`src/packet_header_sequence_monitor_core_assert.svh`:
```
// Assertion macros for the packet header sequence monitor.
// Depends on nothing; included by the modules that carry assertions.
`ifndef PACKET_HEADER_SEQUENCE_MONITOR_CORE_ASSERT_SVH
`define PACKET_HEADER_SEQUENCE_MONITOR_CORE_ASSERT_SVH

// Same-cycle implication, checked outside reset
`define PHSM_ASSERT_NOW(label, clk, rstn, ante, cons, msg) \
    label: assert property (@(posedge clk) disable iff (!(rstn)) (ante) |-> (cons)) \
        else $error(msg);

// Next-cycle implication, checked outside reset
`define PHSM_ASSERT_NEXT(label, clk, rstn, ante, cons, msg) \
    label: assert property (@(posedge clk) disable iff (!(rstn)) (ante) |=> (cons)) \
        else $error(msg);

`endif

```
`src/phsm_pkg.sv`:
```
// Package for the packet header sequence monitor: codes, constants, helpers.
// Depends on nothing; imported by packet_header_sequence_monitor_core.
package phsm_pkg;

    // Header search and packet layout
    localparam int          HEADER_SEARCH_SPAN = 10;
    localparam logic [7:0]  SYNC_BYTE          = 8'hBB;
    localparam logic [7:0]  TYPE_ADC           = 8'hD0;
    localparam logic [7:0]  TYPE_FFT           = 8'hD1;
    localparam logic [15:0] SEQ_DISTANCE       = 16'd3;
    localparam logic [15:0] POS_MAX            = 16'hFFFF;
    localparam logic [31:0] CNT_MAX            = 32'hFFFF_FFFF;
    localparam logic [15:0] EXP_LENGTH_RESET   = 16'd1024;

    // Input item mode
    localparam logic MODE_PACKET = 1'b0;
    localparam logic MODE_REPORT = 1'b1;

    // Result item kind
    localparam logic KIND_VERDICT = 1'b0;
    localparam logic KIND_REPORT  = 1'b1;

    typedef enum logic [1:0] {
        VERDICT_ADC_OK     = 2'd0,
        VERDICT_FFT_OK     = 2'd1,
        VERDICT_BAD_LENGTH = 2'd2,
        VERDICT_BAD_HEADER = 2'd3
    } verdict_t;

    // Saturating 32-bit add
    function automatic logic [31:0] sat_add(input logic [31:0] a, input logic [31:0] b);
        logic [32:0] sum;
        sum = {1'b0, a} + {1'b0, b};
        return sum[32] ? CNT_MAX : sum[31:0];
    endfunction

endpackage

```
`src/packet_header_sequence_monitor_core.sv`:
```
// Packet header and sequence monitor: header search, length check, gap counters.
// Depends on phsm_pkg and packet_header_sequence_monitor_core_assert.svh.
//
//  Channel  Prefix  Direction  Moves
//  -------  ------  ---------  ---------------------------------------------
//  input    s_      in         one packet byte or one report request
//  result   m_      out        one packet verdict or one counter report
//  config   cfg_    in         expected packet length (always ready)
//
// One item per cycle while s_ready is high: each byte is folded into the packet state in the cycle
// it is accepted, and a result lands in the output register in the cycle after.
// Reset (synchronous, active low) clears all packet state, the sequence
// tracker and the counters, and loads an expected length of 1024.
// A stalled output holds s_ready low only while a result is waiting and
// m_ready is low; a taken result frees the register in the same cycle.
`include "packet_header_sequence_monitor_core_assert.svh"

module packet_header_sequence_monitor_core
    import phsm_pkg::*;
(
    input  logic        aclk,
    input  logic        aresetn,
    // configuration
    input  logic        cfg_valid,
    output logic        cfg_ready,
    input  logic [15:0] cfg_data,
    // input items
    input  logic        s_valid,
    output logic        s_ready,
    input  logic        s_mode,
    input  logic [7:0]  s_data_byte,
    input  logic        s_last_byte,
    // result items
    output logic        m_valid,
    input  logic        m_ready,
    output logic        m_result_kind,
    output logic [1:0]  m_verdict,
    output logic [7:0]  m_seq_gap,
    output logic [31:0] m_loss_events,
    output logic [31:0] m_lost_total,
    output logic [31:0] m_bad_header_count,
    output logic [31:0] m_bad_length_count
);

    // Configuration and packet state
    logic [15:0] expected_length_reg;
    logic [15:0] byte_position_reg,     byte_position_next;
    logic [7:0]  previous_byte_reg,     previous_byte_next;
    logic        header_found_reg,      header_found_next;
    logic [3:0]  header_offset_reg,     header_offset_next;
    logic        packet_is_fft_reg,     packet_is_fft_next;
    logic [7:0]  captured_sequence_reg, captured_sequence_next;
    logic        sequence_started_reg,  sequence_started_next;
    logic [7:0]  expected_sequence_reg, expected_sequence_next;
    logic [31:0] loss_event_cnt_reg,    loss_event_cnt_next;
    logic [31:0] lost_packet_cnt_reg,   lost_packet_cnt_next;
    logic [31:0] bad_header_cnt_reg,    bad_header_cnt_next;
    logic [31:0] bad_length_cnt_reg,    bad_length_cnt_next;

    // Output register
    logic        m_valid_reg,           m_valid_next;
    logic        out_kind_reg,          out_kind_next;
    verdict_t    out_verdict_reg,       out_verdict_next;
    logic [7:0]  out_gap_reg,           out_gap_next;
    logic [31:0] out_loss_reg,          out_loss_next;
    logic [31:0] out_lost_reg,          out_lost_next;
    logic [31:0] out_bad_hdr_reg,       out_bad_hdr_next;
    logic [31:0] out_bad_len_reg,       out_bad_len_next;

    // Per-byte decode
    logic        s_accept;
    logic [15:0] pos_m1;
    logic        hdr_hit;
    logic        hdr_found_upd;
    logic [3:0]  hdr_offset_upd;
    logic        is_fft_upd;
    logic [15:0] seq_pos;
    logic [7:0]  seq_upd;
    logic        seq_present;
    logic        len_bad;
    logic        seq_mismatch;
    logic [7:0]  gap;

    assign cfg_ready = 1'b1;
    assign s_ready   = !m_valid_reg || m_ready;
    assign s_accept  = s_valid && s_ready;

    // Header search, sequence capture and end-of-packet checks
    always_comb begin
        pos_m1         = byte_position_reg - 16'd1;
        hdr_hit        = !header_found_reg
                         && (byte_position_reg >= 16'd1)
                         && (byte_position_reg <= 16'(HEADER_SEARCH_SPAN))
                         && (previous_byte_reg == SYNC_BYTE)
                         && ((s_data_byte == TYPE_ADC) || (s_data_byte == TYPE_FFT));
        hdr_found_upd  = header_found_reg || hdr_hit;
        hdr_offset_upd = hdr_hit ? pos_m1[3:0] : header_offset_reg;
        is_fft_upd     = hdr_hit ? (s_data_byte == TYPE_FFT) : packet_is_fft_reg;
        seq_pos        = {12'd0, hdr_offset_upd} + SEQ_DISTANCE;
        seq_upd        = (hdr_found_upd && (byte_position_reg == seq_pos))
                         ? s_data_byte : captured_sequence_reg;
        seq_present    = hdr_found_upd && (byte_position_reg >= seq_pos);
        len_bad        = (byte_position_reg == POS_MAX)
                         || (({1'b0, byte_position_reg} + 17'd1)
                             != {1'b0, expected_length_reg});
        seq_mismatch   = sequence_started_reg && (seq_upd != expected_sequence_reg);
        gap            = seq_upd - expected_sequence_reg;
    end

    // Next-state logic for one accepted item
    always_comb begin
        byte_position_next     = byte_position_reg;
        previous_byte_next     = previous_byte_reg;
        header_found_next      = header_found_reg;
        header_offset_next     = header_offset_reg;
        packet_is_fft_next     = packet_is_fft_reg;
        captured_sequence_next = captured_sequence_reg;
        sequence_started_next  = sequence_started_reg;
        expected_sequence_next = expected_sequence_reg;
        loss_event_cnt_next    = loss_event_cnt_reg;
        lost_packet_cnt_next   = lost_packet_cnt_reg;
        bad_header_cnt_next    = bad_header_cnt_reg;
        bad_length_cnt_next    = bad_length_cnt_reg;

        m_valid_next     = m_valid_reg && !m_ready;
        out_kind_next    = out_kind_reg;
        out_verdict_next = out_verdict_reg;
        out_gap_next     = out_gap_reg;
        out_loss_next    = out_loss_reg;
        out_lost_next    = out_lost_reg;
        out_bad_hdr_next = out_bad_hdr_reg;
        out_bad_len_next = out_bad_len_reg;

        if (s_accept) begin
            if (s_mode == MODE_REPORT) begin
                // report and clear the counters; packet in progress untouched
                m_valid_next         = 1'b1;
                out_kind_next        = KIND_REPORT;
                out_verdict_next     = VERDICT_ADC_OK;
                out_gap_next         = 8'd0;
                out_loss_next        = loss_event_cnt_reg;
                out_lost_next        = lost_packet_cnt_reg;
                out_bad_hdr_next     = bad_header_cnt_reg;
                out_bad_len_next     = bad_length_cnt_reg;
                loss_event_cnt_next  = 32'd0;
                lost_packet_cnt_next = 32'd0;
                bad_header_cnt_next  = 32'd0;
                bad_length_cnt_next  = 32'd0;
            end else if (!s_last_byte) begin
                // mid-packet byte: update the search state
                previous_byte_next     = s_data_byte;
                header_found_next      = hdr_found_upd;
                header_offset_next     = hdr_offset_upd;
                packet_is_fft_next     = is_fft_upd;
                captured_sequence_next = seq_upd;
                if (byte_position_reg != POS_MAX) begin
                    byte_position_next = byte_position_reg + 16'd1;
                end
            end else begin
                // last byte: verdict, counters, then clear the packet state
                m_valid_next     = 1'b1;
                out_kind_next    = KIND_VERDICT;
                out_gap_next     = 8'd0;
                out_loss_next    = 32'd0;
                out_lost_next    = 32'd0;
                out_bad_hdr_next = 32'd0;
                out_bad_len_next = 32'd0;
                if (len_bad) begin
                    out_verdict_next    = VERDICT_BAD_LENGTH;
                    bad_length_cnt_next = sat_add(bad_length_cnt_reg, 32'd1);
                end else if (!seq_present) begin
                    out_verdict_next    = VERDICT_BAD_HEADER;
                    bad_header_cnt_next = sat_add(bad_header_cnt_reg, 32'd1);
                end else begin
                    out_verdict_next = is_fft_upd ? VERDICT_FFT_OK : VERDICT_ADC_OK;
                    if (seq_mismatch) begin
                        out_gap_next         = gap;
                        lost_packet_cnt_next = sat_add(lost_packet_cnt_reg, {24'd0, gap});
                        loss_event_cnt_next  = sat_add(loss_event_cnt_reg, 32'd1);
                    end
                    sequence_started_next  = 1'b1;
                    expected_sequence_next = seq_upd + 8'd1;
                end
                byte_position_next     = 16'd0;
                previous_byte_next     = 8'd0;
                header_found_next      = 1'b0;
                header_offset_next     = 4'd0;
                packet_is_fft_next     = 1'b0;
                captured_sequence_next = 8'd0;
            end
        end
    end

    // Control state, counters and configuration
    always_ff @(posedge aclk) begin
        if (!aresetn) begin
            expected_length_reg   <= EXP_LENGTH_RESET;
            byte_position_reg     <= 16'd0;
            previous_byte_reg     <= 8'd0;
            header_found_reg      <= 1'b0;
            header_offset_reg     <= 4'd0;
            packet_is_fft_reg     <= 1'b0;
            captured_sequence_reg <= 8'd0;
            sequence_started_reg  <= 1'b0;
            expected_sequence_reg <= 8'd0;
            loss_event_cnt_reg    <= 32'd0;
            lost_packet_cnt_reg   <= 32'd0;
            bad_header_cnt_reg    <= 32'd0;
            bad_length_cnt_reg    <= 32'd0;
            m_valid_reg           <= 1'b0;
        end else begin
            if (cfg_valid && cfg_ready) begin
                expected_length_reg <= cfg_data;
            end
            byte_position_reg     <= byte_position_next;
            previous_byte_reg     <= previous_byte_next;
            header_found_reg      <= header_found_next;
            header_offset_reg     <= header_offset_next;
            packet_is_fft_reg     <= packet_is_fft_next;
            captured_sequence_reg <= captured_sequence_next;
            sequence_started_reg  <= sequence_started_next;
            expected_sequence_reg <= expected_sequence_next;
            loss_event_cnt_reg    <= loss_event_cnt_next;
            lost_packet_cnt_reg   <= lost_packet_cnt_next;
            bad_header_cnt_reg    <= bad_header_cnt_next;
            bad_length_cnt_reg    <= bad_length_cnt_next;
            m_valid_reg           <= m_valid_next;
        end
    end

    // Result payload register
    always_ff @(posedge aclk) begin
        out_kind_reg    <= out_kind_next;
        out_verdict_reg <= out_verdict_next;
        out_gap_reg     <= out_gap_next;
        out_loss_reg    <= out_loss_next;
        out_lost_reg    <= out_lost_next;
        out_bad_hdr_reg <= out_bad_hdr_next;
        out_bad_len_reg <= out_bad_len_next;
    end

    assign m_valid            = m_valid_reg;
    assign m_result_kind      = out_kind_reg;
    assign m_verdict          = out_verdict_reg;
    assign m_seq_gap          = out_gap_reg;
    assign m_loss_events      = out_loss_reg;
    assign m_lost_total       = out_lost_reg;
    assign m_bad_header_count = out_bad_hdr_reg;
    assign m_bad_length_count = out_bad_len_reg;

    // Assertions
    `PHSM_ASSERT_NEXT(a_report_clears, aclk, aresetn, s_accept && (s_mode == MODE_REPORT), (loss_event_cnt_reg == 32'd0) && (lost_packet_cnt_reg == 32'd0) && (bad_header_cnt_reg == 32'd0) && (bad_length_cnt_reg == 32'd0), "counters not cleared after report")
    `PHSM_ASSERT_NEXT(a_result_follows, aclk, aresetn, s_accept && ((s_mode == MODE_REPORT) || s_last_byte), m_valid, "no result after report or last byte")
    `PHSM_ASSERT_NEXT(a_no_spurious, aclk, aresetn, s_accept && (s_mode == MODE_PACKET) && !s_last_byte, !m_valid, "result produced for a mid-packet byte")
    `PHSM_ASSERT_NEXT(a_packet_cleared, aclk, aresetn, s_accept && (s_mode == MODE_PACKET) && s_last_byte, (byte_position_reg == 16'd0) && !header_found_reg, "packet state not cleared at end of packet")
    `PHSM_ASSERT_NOW(a_offset_range, aclk, aresetn, header_found_reg, header_offset_reg < 4'(HEADER_SEARCH_SPAN), "header offset outside search span")

endmodule
```
`config.mk`:
```
export PLATFORM = sky130hd
export DESIGN_NAME = packet_header_sequence_monitor_core
export DESIGN_NICKNAME = d
export VERILOG_FILES = /design/src/phsm_pkg.sv /design/src/packet_header_sequence_monitor_core.sv
export VERILOG_INCLUDE_DIRS = /design/src /design/src/src
export SDC_FILE = /design/constraint.sdc
export NUM_CORES = 1
export LEC_CHECK = 0
export BUFFER_PORTS_ARGS = -buffer_cell sky130_fd_sc_hd__buf_4
export CAP_MARGIN = 20
export CORE_UTILIZATION = 54
export DETAILED_ROUTE_END_ITERATION = 8
export GPL_TIMING_DRIVEN = 1
export PLACE_DENSITY = 0.77
export SLEW_MARGIN = 15
export SYNTH_ARGS = -nofsm -noshare
export SYNTH_HDL_FRONTEND = slang
export SYNTH_SLANG_ARGS = --single-unit
```
`constraint.sdc`:
```
create_clock -name aclk -period 8.5 [get_ports aclk]
set_input_delay 1.7 -clock aclk [delete_from_list [all_inputs] [get_ports aclk]]
set_output_delay 1.7 -clock aclk [all_outputs]
set_load 0.05 [all_outputs]
```
* Word-level counts from Yosys, hierarchy flattened
Cells that the tools add are included.
Word-level totals: input bits 31, word-level logic and storage cells 122, output and inout bits 142, flip-flop bits (word level) 331
Cells by class: eq/ne operators 10, magnitude comparators 3, reduce and logical (&&, ||, !) cells 28, bitwise operators 2, add/subtract/negate cells 10, multiplexer cells 48
Operators with widths (count):
- 32-bit 2-to-1 mux | 26
- 32-bit by 1-bit adder with 33-bit output (second input constant) | 3
- 8-bit 2-to-1 mux | 7
- 32-bit by 8-bit adder with 33-bit output | 1
- 16-bit 2-to-1 mux | 2
- 8-bit == test (second input constant) | 3
- 16-bit by 1-bit adder with 17-bit output (second input constant) | 1
- 17-bit by 16-bit != test with 1-bit output | 1
- 16-bit by 1-bit adder with 16-bit output (second input constant) | 1
- 16-bit == test (second input constant) | 1
- 16-bit by 5-bit == test with 1-bit output | 1
- 16-bit by 1-bit greater-or-equal comparator with 1-bit output (second input constant) | 1
- 16-bit by 5-bit greater-or-equal comparator with 1-bit output | 1
- 16-bit by 4-bit <= comparator with 1-bit output (second input constant) | 1
- 16-bit != test (second input constant) | 1
- 5-bit AND reduction | 2
- 2-bit nonzero test | 5
- 1-bit logical AND | 9
- 8-bit by 1-bit adder with 8-bit output (second input constant) | 1
- 1-bit 2-to-1 mux | 8
- 4-bit 2-to-1 mux | 2
- 8-bit != test | 1
- 8-bit subtractor | 1
- 2-bit 2-to-1 mux | 3
- other kinds (9) | 18

* Longest topological paths before layout
Gate-level depths: netlist of run 1.
word-level depth 18, depth in mapped cells 36, mapped depth without buffers 33

* Least setup slack after synthesis of run 1
OpenSTA, ideal clock, no wires.
path type input to register, start in s_data_byte[5], end reg lost_packet_cnt_reg[12], data arrival time 8327 ps, cell stages on the path 27, setup slack 49 ps, path buffers 1, cells stage by stage and4b_1 > nand4_2 > or4_1 > clkbuf_1 > a21oi_1 > ha_1 > xnor2_1 > ha_1 > nand4_1 > or3_1 > nor2_1 > mux2_2 > ha_1 > nor2b_1 > o21ai_0 > a21boi_0 > o21ai_0 > a21boi_0 > nor2b_1 > ha_1 > o21a_1 > a2111oi_0 > nor2_1 > and3b_1 > nor4b_1 > and4_1 > nor3_1
On the way: longest elaborated chain between the ends 16, elaborated cells on any way between the ends 25
RTL lines:
- from (decl) | RTL line packet_header_sequence_monitor_core.sv:31 | input logic [7:0] s_data_byte,
- 8-bit == test | RTL line packet_header_sequence_monitor_core.sv:95 | && ((s_data_byte == TYPE_ADC) || (s_data_byte == TYPE_FFT));
- 1-bit logical OR | RTL line packet_header_sequence_monitor_core.sv:95
- 1-bit logical AND | RTL line packet_header_sequence_monitor_core.sv:95
- 4-bit 2-to-1 mux | RTL line packet_header_sequence_monitor_core.sv:97 | hdr_offset_upd = hdr_hit ? pos_m1[3:0] : header_offset_reg;
- 4-bit by 2-bit adder with 5-bit output | RTL line packet_header_sequence_monitor_core.sv:99 | seq_pos = {12'd0, hdr_offset_upd} + SEQ_DISTANCE;
- 16-bit by 5-bit == test with 1-bit output | RTL line packet_header_sequence_monitor_core.sv:100 | seq_upd = (hdr_found_upd && (byte_position_reg == seq_pos))
- 1-bit logical AND | RTL line packet_header_sequence_monitor_core.sv:100
- 8-bit 2-to-1 mux (*) | RTL line packet_header_sequence_monitor_core.sv:101 | ? s_data_byte : captured_sequence_reg;
- 8-bit subtractor (*) | RTL line packet_header_sequence_monitor_core.sv:107 | gap = seq_upd - expected_sequence_reg;
- via gap[5] | RTL line packet_header_sequence_monitor_core.sv:82 | logic [7:0] gap;
- 32-bit by 8-bit adder with 33-bit output (*) | RTL line phsm_pkg.sv:33 | sum = {1'b0, a} + {1'b0, b};
- 32-bit 2-to-1 mux (*) | RTL line phsm_pkg.sv:34 | return sum[32] ? CNT_MAX : sum[31:0];
- 32-bit 2-to-1 mux (*) | RTL line packet_header_sequence_monitor_core.sv:176 | if (seq_mismatch) begin
- 32-bit 2-to-1 mux (*) | RTL line packet_header_sequence_monitor_core.sv:171 | end else if (!seq_present) begin
- 32-bit 2-to-1 mux (*) | RTL line packet_header_sequence_monitor_core.sv:168 | if (len_bad) begin
- 32-bit 2-to-1 mux (*) | RTL line packet_header_sequence_monitor_core.sv:149 | end else if (!s_last_byte) begin
- 32-bit 2-to-1 mux (*) | RTL line packet_header_sequence_monitor_core.sv:135 | if (s_mode == MODE_REPORT) begin
- to (signal assigned) | RTL line packet_header_sequence_monitor_core.sv:224 | lost_packet_cnt_reg <= lost_packet_cnt_next;
- to (decl) | RTL line packet_header_sequence_monitor_core.sv:56 | logic [31:0] lost_packet_cnt_reg, lost_packet_cnt_next;
Mark *: on every way through the listed nets, which the timed path passes. The rest lies on a longest branch. The select of a mux whose other input is x is not followed. A chain may end at the register's enable or synchronous reset.

* Worst setup path in the final report of run 1
start in s_data_byte[5], end reg lost_packet_cnt_reg[9]
Same word-level chain as after synthesis.

==> flow_summary_export.csv, run 1 <==
group,metric,value,unit
timing,fin_tns_setup,0,ps
detailed_routing,firstDrtPassIters,5,
clock_network,clock-sinks,331,
die,die_x,179,um
logic_synthesis,synthTopCellsByCount,"dfxtp_1 (192), nand2_1 (177), and2_1 (152)",
worst_setup_path,critPathRequiredTime,8920,ps
detailed_routing,drc_errors,0,
logic_synthesis,ys_warn_count,0,
global_route,grt_pass1_vias,13500,
power,irDropWorstVdd,136,uV
final_layout,syn_to_final_growth,16.6,%
die,die_y,179,um
timing,slew_headroom,0.311,
worst_setup_path,critPathArrivalTime,8400,ps
die,pin_count,173,
logic_synthesis,synth_edf_count,139,
power,sw_frac_of_total,0.250,
worst_setup_path,endpoint_kind,"register",
global_route,antenna_found_initial,0,
logic_synthesis,ys_seq_area_frac,0.476,
power,p_clk_frac,0.430,
final_layout,multiInputGateArea,8240,um^2
worst_setup_path,cpPeakStageDelay,630,ps
timing,max_freq,125,MHz
hold_path,worstHoldStart,"previous_byte_reg[7]",
clock_network,root_buffer,"clkbuf_16",
logic_synthesis,yosys.area.top_type,"edfxtp_1",
clock_network,h-tree-depth,2,
timing,setup_viol,0,
power,p_per_area,183,nW/um^2
die,die_area,31900,um^2
logic_synthesis,synthDistinctLibCells,80,
timing,worst_pin_slew,1030,ps
timing,rsz0062_at_grt,"false",
timing,fin_skew,20.2,ps
global_route,grt_overflow,0,
hold_path,worstHoldPathType,"reg -> reg",
final_layout,final-seq-area,8020,um^2
logic_synthesis,async_flop_share,0,
die,num_rows,64,
placed_design,io_buffers,171,
power,seq_power_share,0.479,
flow_run,drv_cap,0,
worst_setup_path,crit_path_start_kind,"input pin",
timing,report.final.slew_viol_count,0,
final_layout,diodes,0,
placed_design,gp_congestion,0.882,
clock_network,path_clk_slew,60,ps
logic_synthesis,synth_seq_cells,331,
worst_setup_path,crit_top_cell,"ha_1",
worst_setup_path,worst_path_max_delay_cell,"or4_4",
die,coreArea,30600,um^2
detailed_routing,drt_iter0_markers,1313,
worst_setup_path,rrSetupSlack,850,ps
timing,hold_ws,456,ps
detailed_routing,viasPerCell,6.04,
final_layout,fill_cells,2545,
logic_synthesis,avgSynthCellArea,9.05,um^2
worst_setup_path,setup.worst_path.start,"s_data_byte[5]",
worst_setup_path,r2r-start,"byte_position_reg[0]",
timing,period_needed,7970,ps
global_route,grt_max_degree,107,
global_route,grt_pass1_wl,68.4,mm
power,p_leak,7.32,nW
logic_synthesis,yosysTopAreaCellShare,0.248,
power,p_int,0.00269,W
detailed_routing,num_vias,14600,
detailed_routing,ant_nets,0,
timing,fin_crit_sh,0.938,
logic_synthesis,yosys.cell_count.top_type,"dfxtp_1",
power,p_total,0.00359,W
power,power_frac_comb,0.092,
final_layout,stdcell_area,19600,um^2
clock_network,cts_tree,"yes",
logic_synthesis,syn-num-nets,1922,
clock_network,cts_buffers,36,
clock_network,clk_latency,520,ps
die,initial_core_util,0.550,
power,p_switching,0.000898,W
worst_setup_path,path_max_fanout,26,
detailed_routing,wirelength,42.6,mm
logic_synthesis,synthFlopType,"dfxtp_1",
logic_synthesis,synthTopCellsByArea,"edfxtp_1 (25%), dfxtp_1 (23%), and2_1 (5.7%), nand2_1 (3.9%), o21ai_0 (3.9%)",
placed_design,postPlaceCellArea,18500,um^2
final_layout,final_nets,2052,
final_layout,drive_gt1_frac,0.148,
logic_synthesis,netlist_area,16800,um^2
timing,hold_viol_final,0,
worst_setup_path,crit_type,"in -> reg",
global_route,grt_usage,0.265,
detailed_routing,avgRoutedWirePerCell,17.6,um
outcome,status,"finished, final reports clean",
placed_design,post-dp-hpwl,28.1,mm
clock_network,cts_buffer_depth,3,
clock_network,postCtsHoldBufs,0,
logic_synthesis,synthCells,1860,
-- routing by layer --
metal,wire (um),GRT usage,up-vias
met5,0,0,-
met4,919,0.0819,0
met3,3160,0.0403,76
met2,20100,0.435,582
met1,18400,0.358,6920
li1,-,-,6998
-- cell type report --
class,count,share of cell area
Clock buffer,47,0.0500
Clock inverter,18,0.00892
Inverter,46,0.00905
Multi-Input combinational cell,1371,0.420
Sequential cell,331,0.408
Tap cell,396,0.0252
Timing Repair Buffer,204,0.0787
-- path summary, 6_finish.rpt --
| check | endpoint | depth (start not counted) |
|---|---|---|
| hold reg to reg | previous_byte_reg[7] | 2 |
| setup reg to reg | lost_packet_cnt_reg[9] | 33 |
| setup / recovery | lost_packet_cnt_reg[9] | 32 |
| hold / removal | previous_byte_reg[7] | 2 |
-- logic make-up after synthesis --
logic type	count (synthesis)	share of synthesized area
multiplexers	34	0.0207
adder cells (fa/ha/maj)	31	0.0239
AND/OR/NAND/NOR	829	0.261
buffers and inverters	158	0.0379
AO/OA/AOI/OAI	436	0.159
flip-flops	331	0.476
XOR/XNOR	40	0.0208
other	1	0.000223
-- stage by stage --
stage	setup WS [ps]	util	std cells
2_1_floorplan	49.0	-	1860
3_3_place_gp	-2.13	0.603	2347
5_1_grt	70.8	0.642	2413
6_report	529	0.642	2413
4_1_cts	390	0.641	2413
3_5_place_dp	-115	0.603	2348
-- repair_timing --
item,4_1_cts,5_1_grt
setup endpoints to repair,0,16
buffers inserted,0,0
gates resized for setup,0,4
-- power by group through the flow --
stage          clock network [W]  registers (W)   logic, W
2_1_floorplan                  0        0.00189  0.0000930
3_3_place_gp                   0        0.00175   0.000325
3_5_place_dp                   0        0.00175   0.000329
4_1_cts                  0.00156        0.00172   0.000330
5_1_grt                  0.00163        0.00172   0.000347
6_report                 0.00154        0.00172   0.000328
-- placed cells by master (no fill, tap or decap), drive strengths merged, types with 9 or more instances in the layout --
cell	n
buf	204
nand3b	16
o21a	14
o211ai	34
clkinv	12
nor2	128
nand2b	10
a21oi	123
and2	152
ha	29
o21ai	138
a21o	15
nand4	31
xor2	15
o31ai	9
inv	47
mux2i	27
clkbuf	47
nor4	18
nand3	129
nor2b	12
or3	15
a22oi	16
and3	33
a22o	10
a211oi	15
nor3	60
a31oi	17
xnor2	25
dfxtp	192
edfxtp	139
nand2	178
-- worst max-delay path: cells and delay by family --
| family | cells | cell delay (ps) |
|---|---|---|
| buffers and inverters | 5 | 740 |
| adders and majority gates | 4 | 910 |
| AOI/OAI and AO/OA | 10 | 1780 |
| and+or+nand+nor | 11 | 2810 |
| xor gates and xnor gates | 1 | 90 |
| muxes | 1 | 360 |
Power figures use the tool's default switching activity.
==> run 2: changes to the inputs <==
==> constraint.sdc (replaced) <==
create_clock -name aclk -period 8.5 [get_ports aclk]
set_input_delay 1.275 -clock aclk [delete_from_list [all_inputs] [get_ports aclk]]
set_output_delay 1.275 -clock aclk [all_outputs]
set_load 0.05 [all_outputs]
==> run 2 against run 1 <==
  * Final cell count rose by 0.12%
  * Sequential cell count did not move
  * Clock-buffer cell count rose by 1
  * Non-clock buffer count rose by 2
  * Setup slack improved by 120 ps
  * Utilization up 0.32 points
  * Wire length grew 1.4%
  * Critical path depth decreased by 2
  * Sequential power about the same
==> flow_summary_export.csv, run 2 (synthesis gave the netlist of run 1 again) <==
group,metric,value,unit
outcome,status,"finished, final reports clean",
worst_setup_path,path_buf_inv,4,
hold_path,whs_path_depth,2,
timing,fin_tns_setup,0,ps
power,p_leak,7.37,nW
detailed_routing,avgRoutedWirePerCell,17.9,um
detailed_routing,firstDrtPassIters,6,
worst_setup_path,critPathRequiredTime,8900,ps
clock_network,postCtsHoldBufs,0,
die,coreArea,30600,um^2
global_route,antenna_found_initial,0,
die,die_y,179,um
final_layout,final-seq-area,8020,um^2
worst_setup_path,path_max_fanout,10,
worst_setup_path,crit_path_start_kind,"input pin",
clock_network,h-tree-depth,2,
global_route,busiest_layer,"met2",
worst_setup_path,crit_family,"simple AND/OR/NAND/NOR gates",
die,die_x,179,um
worst_setup_path,worst_path_max_delay_cell,"or4_4",
timing,rsz0062_at_grt,"false",
power,p_clk_frac,0.443,
clock_network,root_buffer,"clkbuf_16",
final_layout,multiInputGateArea,8240,um^2
worst_setup_path,rrSetupSlack,700,ps
timing,fin_crit_sh,0.924,
global_route,grt_max_degree,84,
power,irDropWorstVdd,156,uV
final_layout,final_nets,2054,
worst_setup_path,critPathArrivalTime,8260,ps
die,num_rows,64,
global_route,met1_usage,0.368,
timing,setup_slack,644,ps
power,p_switching,0.000900,W
detailed_routing,drc_errors,0,
global_route,grt_overflow,0,
placed_design,gp_congestion,0.862,
clock_network,cts_tree,"yes",
global_route,grt_pass1_vias,13600,
placed_design,post-dp-hpwl,28.8,mm
worst_setup_path,endpoint_kind,"register",
hold_path,worstHoldPathType,"reg -> reg",
clock_network,cts_setup_buffers,0,
final_layout,fill_cells,2553,
global_route,gr-usage-met3,0.0377,
clock_network,clk_latency,520,ps
worst_setup_path,cpPeakStageDelay,650,ps
die,pin_count,173,
power,p_int,0.00278,W
placed_design,place_ws,38.9,ps
timing,report.final.slew_viol_count,0,
clock_network,cts_buffer_depth,3,
timing,max_freq,127,MHz
detailed_routing,drt_iter0_markers,1593,
worst_setup_path,timing.rr.end,"lost_packet_cnt_reg[18]",
timing,fin_skew,18.6,ps
hold_path,min_to,"previous_byte_reg[1]",
worst_setup_path,rr_worst_depth,31,
hold_path,worstHoldStart,"previous_byte_reg[1]",
power,seq_power_share,0.467,
power,p_per_area,187,nW/um^2
clock_network,path_clk_slew,60,ps
die,initial_core_util,0.550,
power,power_frac_comb,0.090,
global_route,use_met2,0.451,
detailed_routing,ant_nets,0,
placed_design,io_buffers,171,
detailed_routing,wirelength,43.1,mm
detailed_routing,num_vias,14600,
flow_run,drv_cap,0,
worst_setup_path,crit_type,"in -> reg",
timing,setup_viol,0,
final_layout,final_common_cell,"buf_4",
final_layout,diodes,0,
timing,period_needed,7860,ps
clock_network,post_cts_resized,0,
clock_network,clock-sinks,331,
detailed_routing,viasPerCell,6.04,
timing,hold_viol_final,0,
timing,worst_pin_slew,1020,ps
global_route,grt_pass1_wl,69.4,mm
timing,slew_headroom,0.320,
worst_setup_path,r2r-start,"byte_position_reg[0]",
global_route,grt_usage,0.270,
final_layout,drive_gt1_frac,0.154,
final_layout,syn_to_final_growth,17.2,%
power,sw_frac_of_total,0.244,
clock_network,cts_buffers,36,
final_layout,layout_common_cells,"buf_4 (206), dfxtp_1 (190), nand2_1 (177)",
die,die_area,31900,um^2
[run 2: area by class of cell]
class / count / share of cell area
multi-input cells: 1371 / 0.418
flip-flops and latches: 331 / 0.407
repair buffers: 206 / 0.0784
clock buffers: 48 / 0.0516
well taps: 396 / 0.0251
clock inverters: 18 / 0.0118
inverters: 46 / 0.00901
[run 2: how the worst max path moves through the flow]
stage	start	end	cells past startpoint
detailed placement	s_data_byte[5]	lost_packet_cnt_reg[18]	29
global placement	s_data_byte[5]	lost_packet_cnt_reg[18]	29
CTS	byte_position_reg[0]	lost_packet_cnt_reg[18]	30
finish	s_data_byte[5]	lost_packet_cnt_reg[18]	30
global route	byte_position_reg[0]	lost_packet_cnt_reg[11]	31
floorplan	s_data_byte[5]	lost_packet_cnt_reg[12]	27
[run 2: stage by stage]
stage | std cells | utilization | area, um^2 | power [W] | hold slack [ps]
final | 2416 | 0.645 | 19700 | 0.00368 | 455
after floorplan | 1860 | - | 16800 | 0.00198 | 427
after global routing | 2416 | 0.645 | 19700 | 0.00379 | 479
after CTS | 2416 | 0.644 | 19700 | 0.00371 | 453
after global placement | 2350 | 0.604 | 18500 | 0.00208 | 435
after detailed placement | 2350 | 0.604 | 18500 | 0.00208 | 445
[run 2: worst register-to-register path, delay by kind of cell, from the launching register on]
| family | cells | cell delay (ps) |
|---|---|---|
| adders and majority gates | 5 | 1430 |
| muxes | 1 | 430 |
| xor gates and xnor gates | 1 | 140 |
| AOI/OAI and AO/OA | 8 | 1860 |
| and+or+nand+nor | 12 | 2580 |
| DFF | 1 | 490 |
| buffers and inverters | 4 | 750 |
[run 2: power groups by stage]
| stage | clock network (W) | registers [W] | logic (W) |
|---|---|---|---|
| CTS | 0.00165 | 0.00172 | 0.000331 |
| global route | 0.00172 | 0.00172 | 0.000348 |
| finish | 0.00163 | 0.00172 | 0.000330 |
| detailed placement | 0 | 0.00175 | 0.000330 |
| global placement | 0 | 0.00175 | 0.000325 |
| floorplan | 0 | 0.00189 | 0.0000930 |
[run 2: routing by layer]
metal / vias to the layer above / routed length, um / share of wire
met1: 6896 / 18800 / 0.44
met4: 0 / 713 / 0.017
met3: 68 / 3090 / 0.072
met5: - / 0 / 0
li1: 7014 / - / -
met2: 620 / 20500 / 0.48
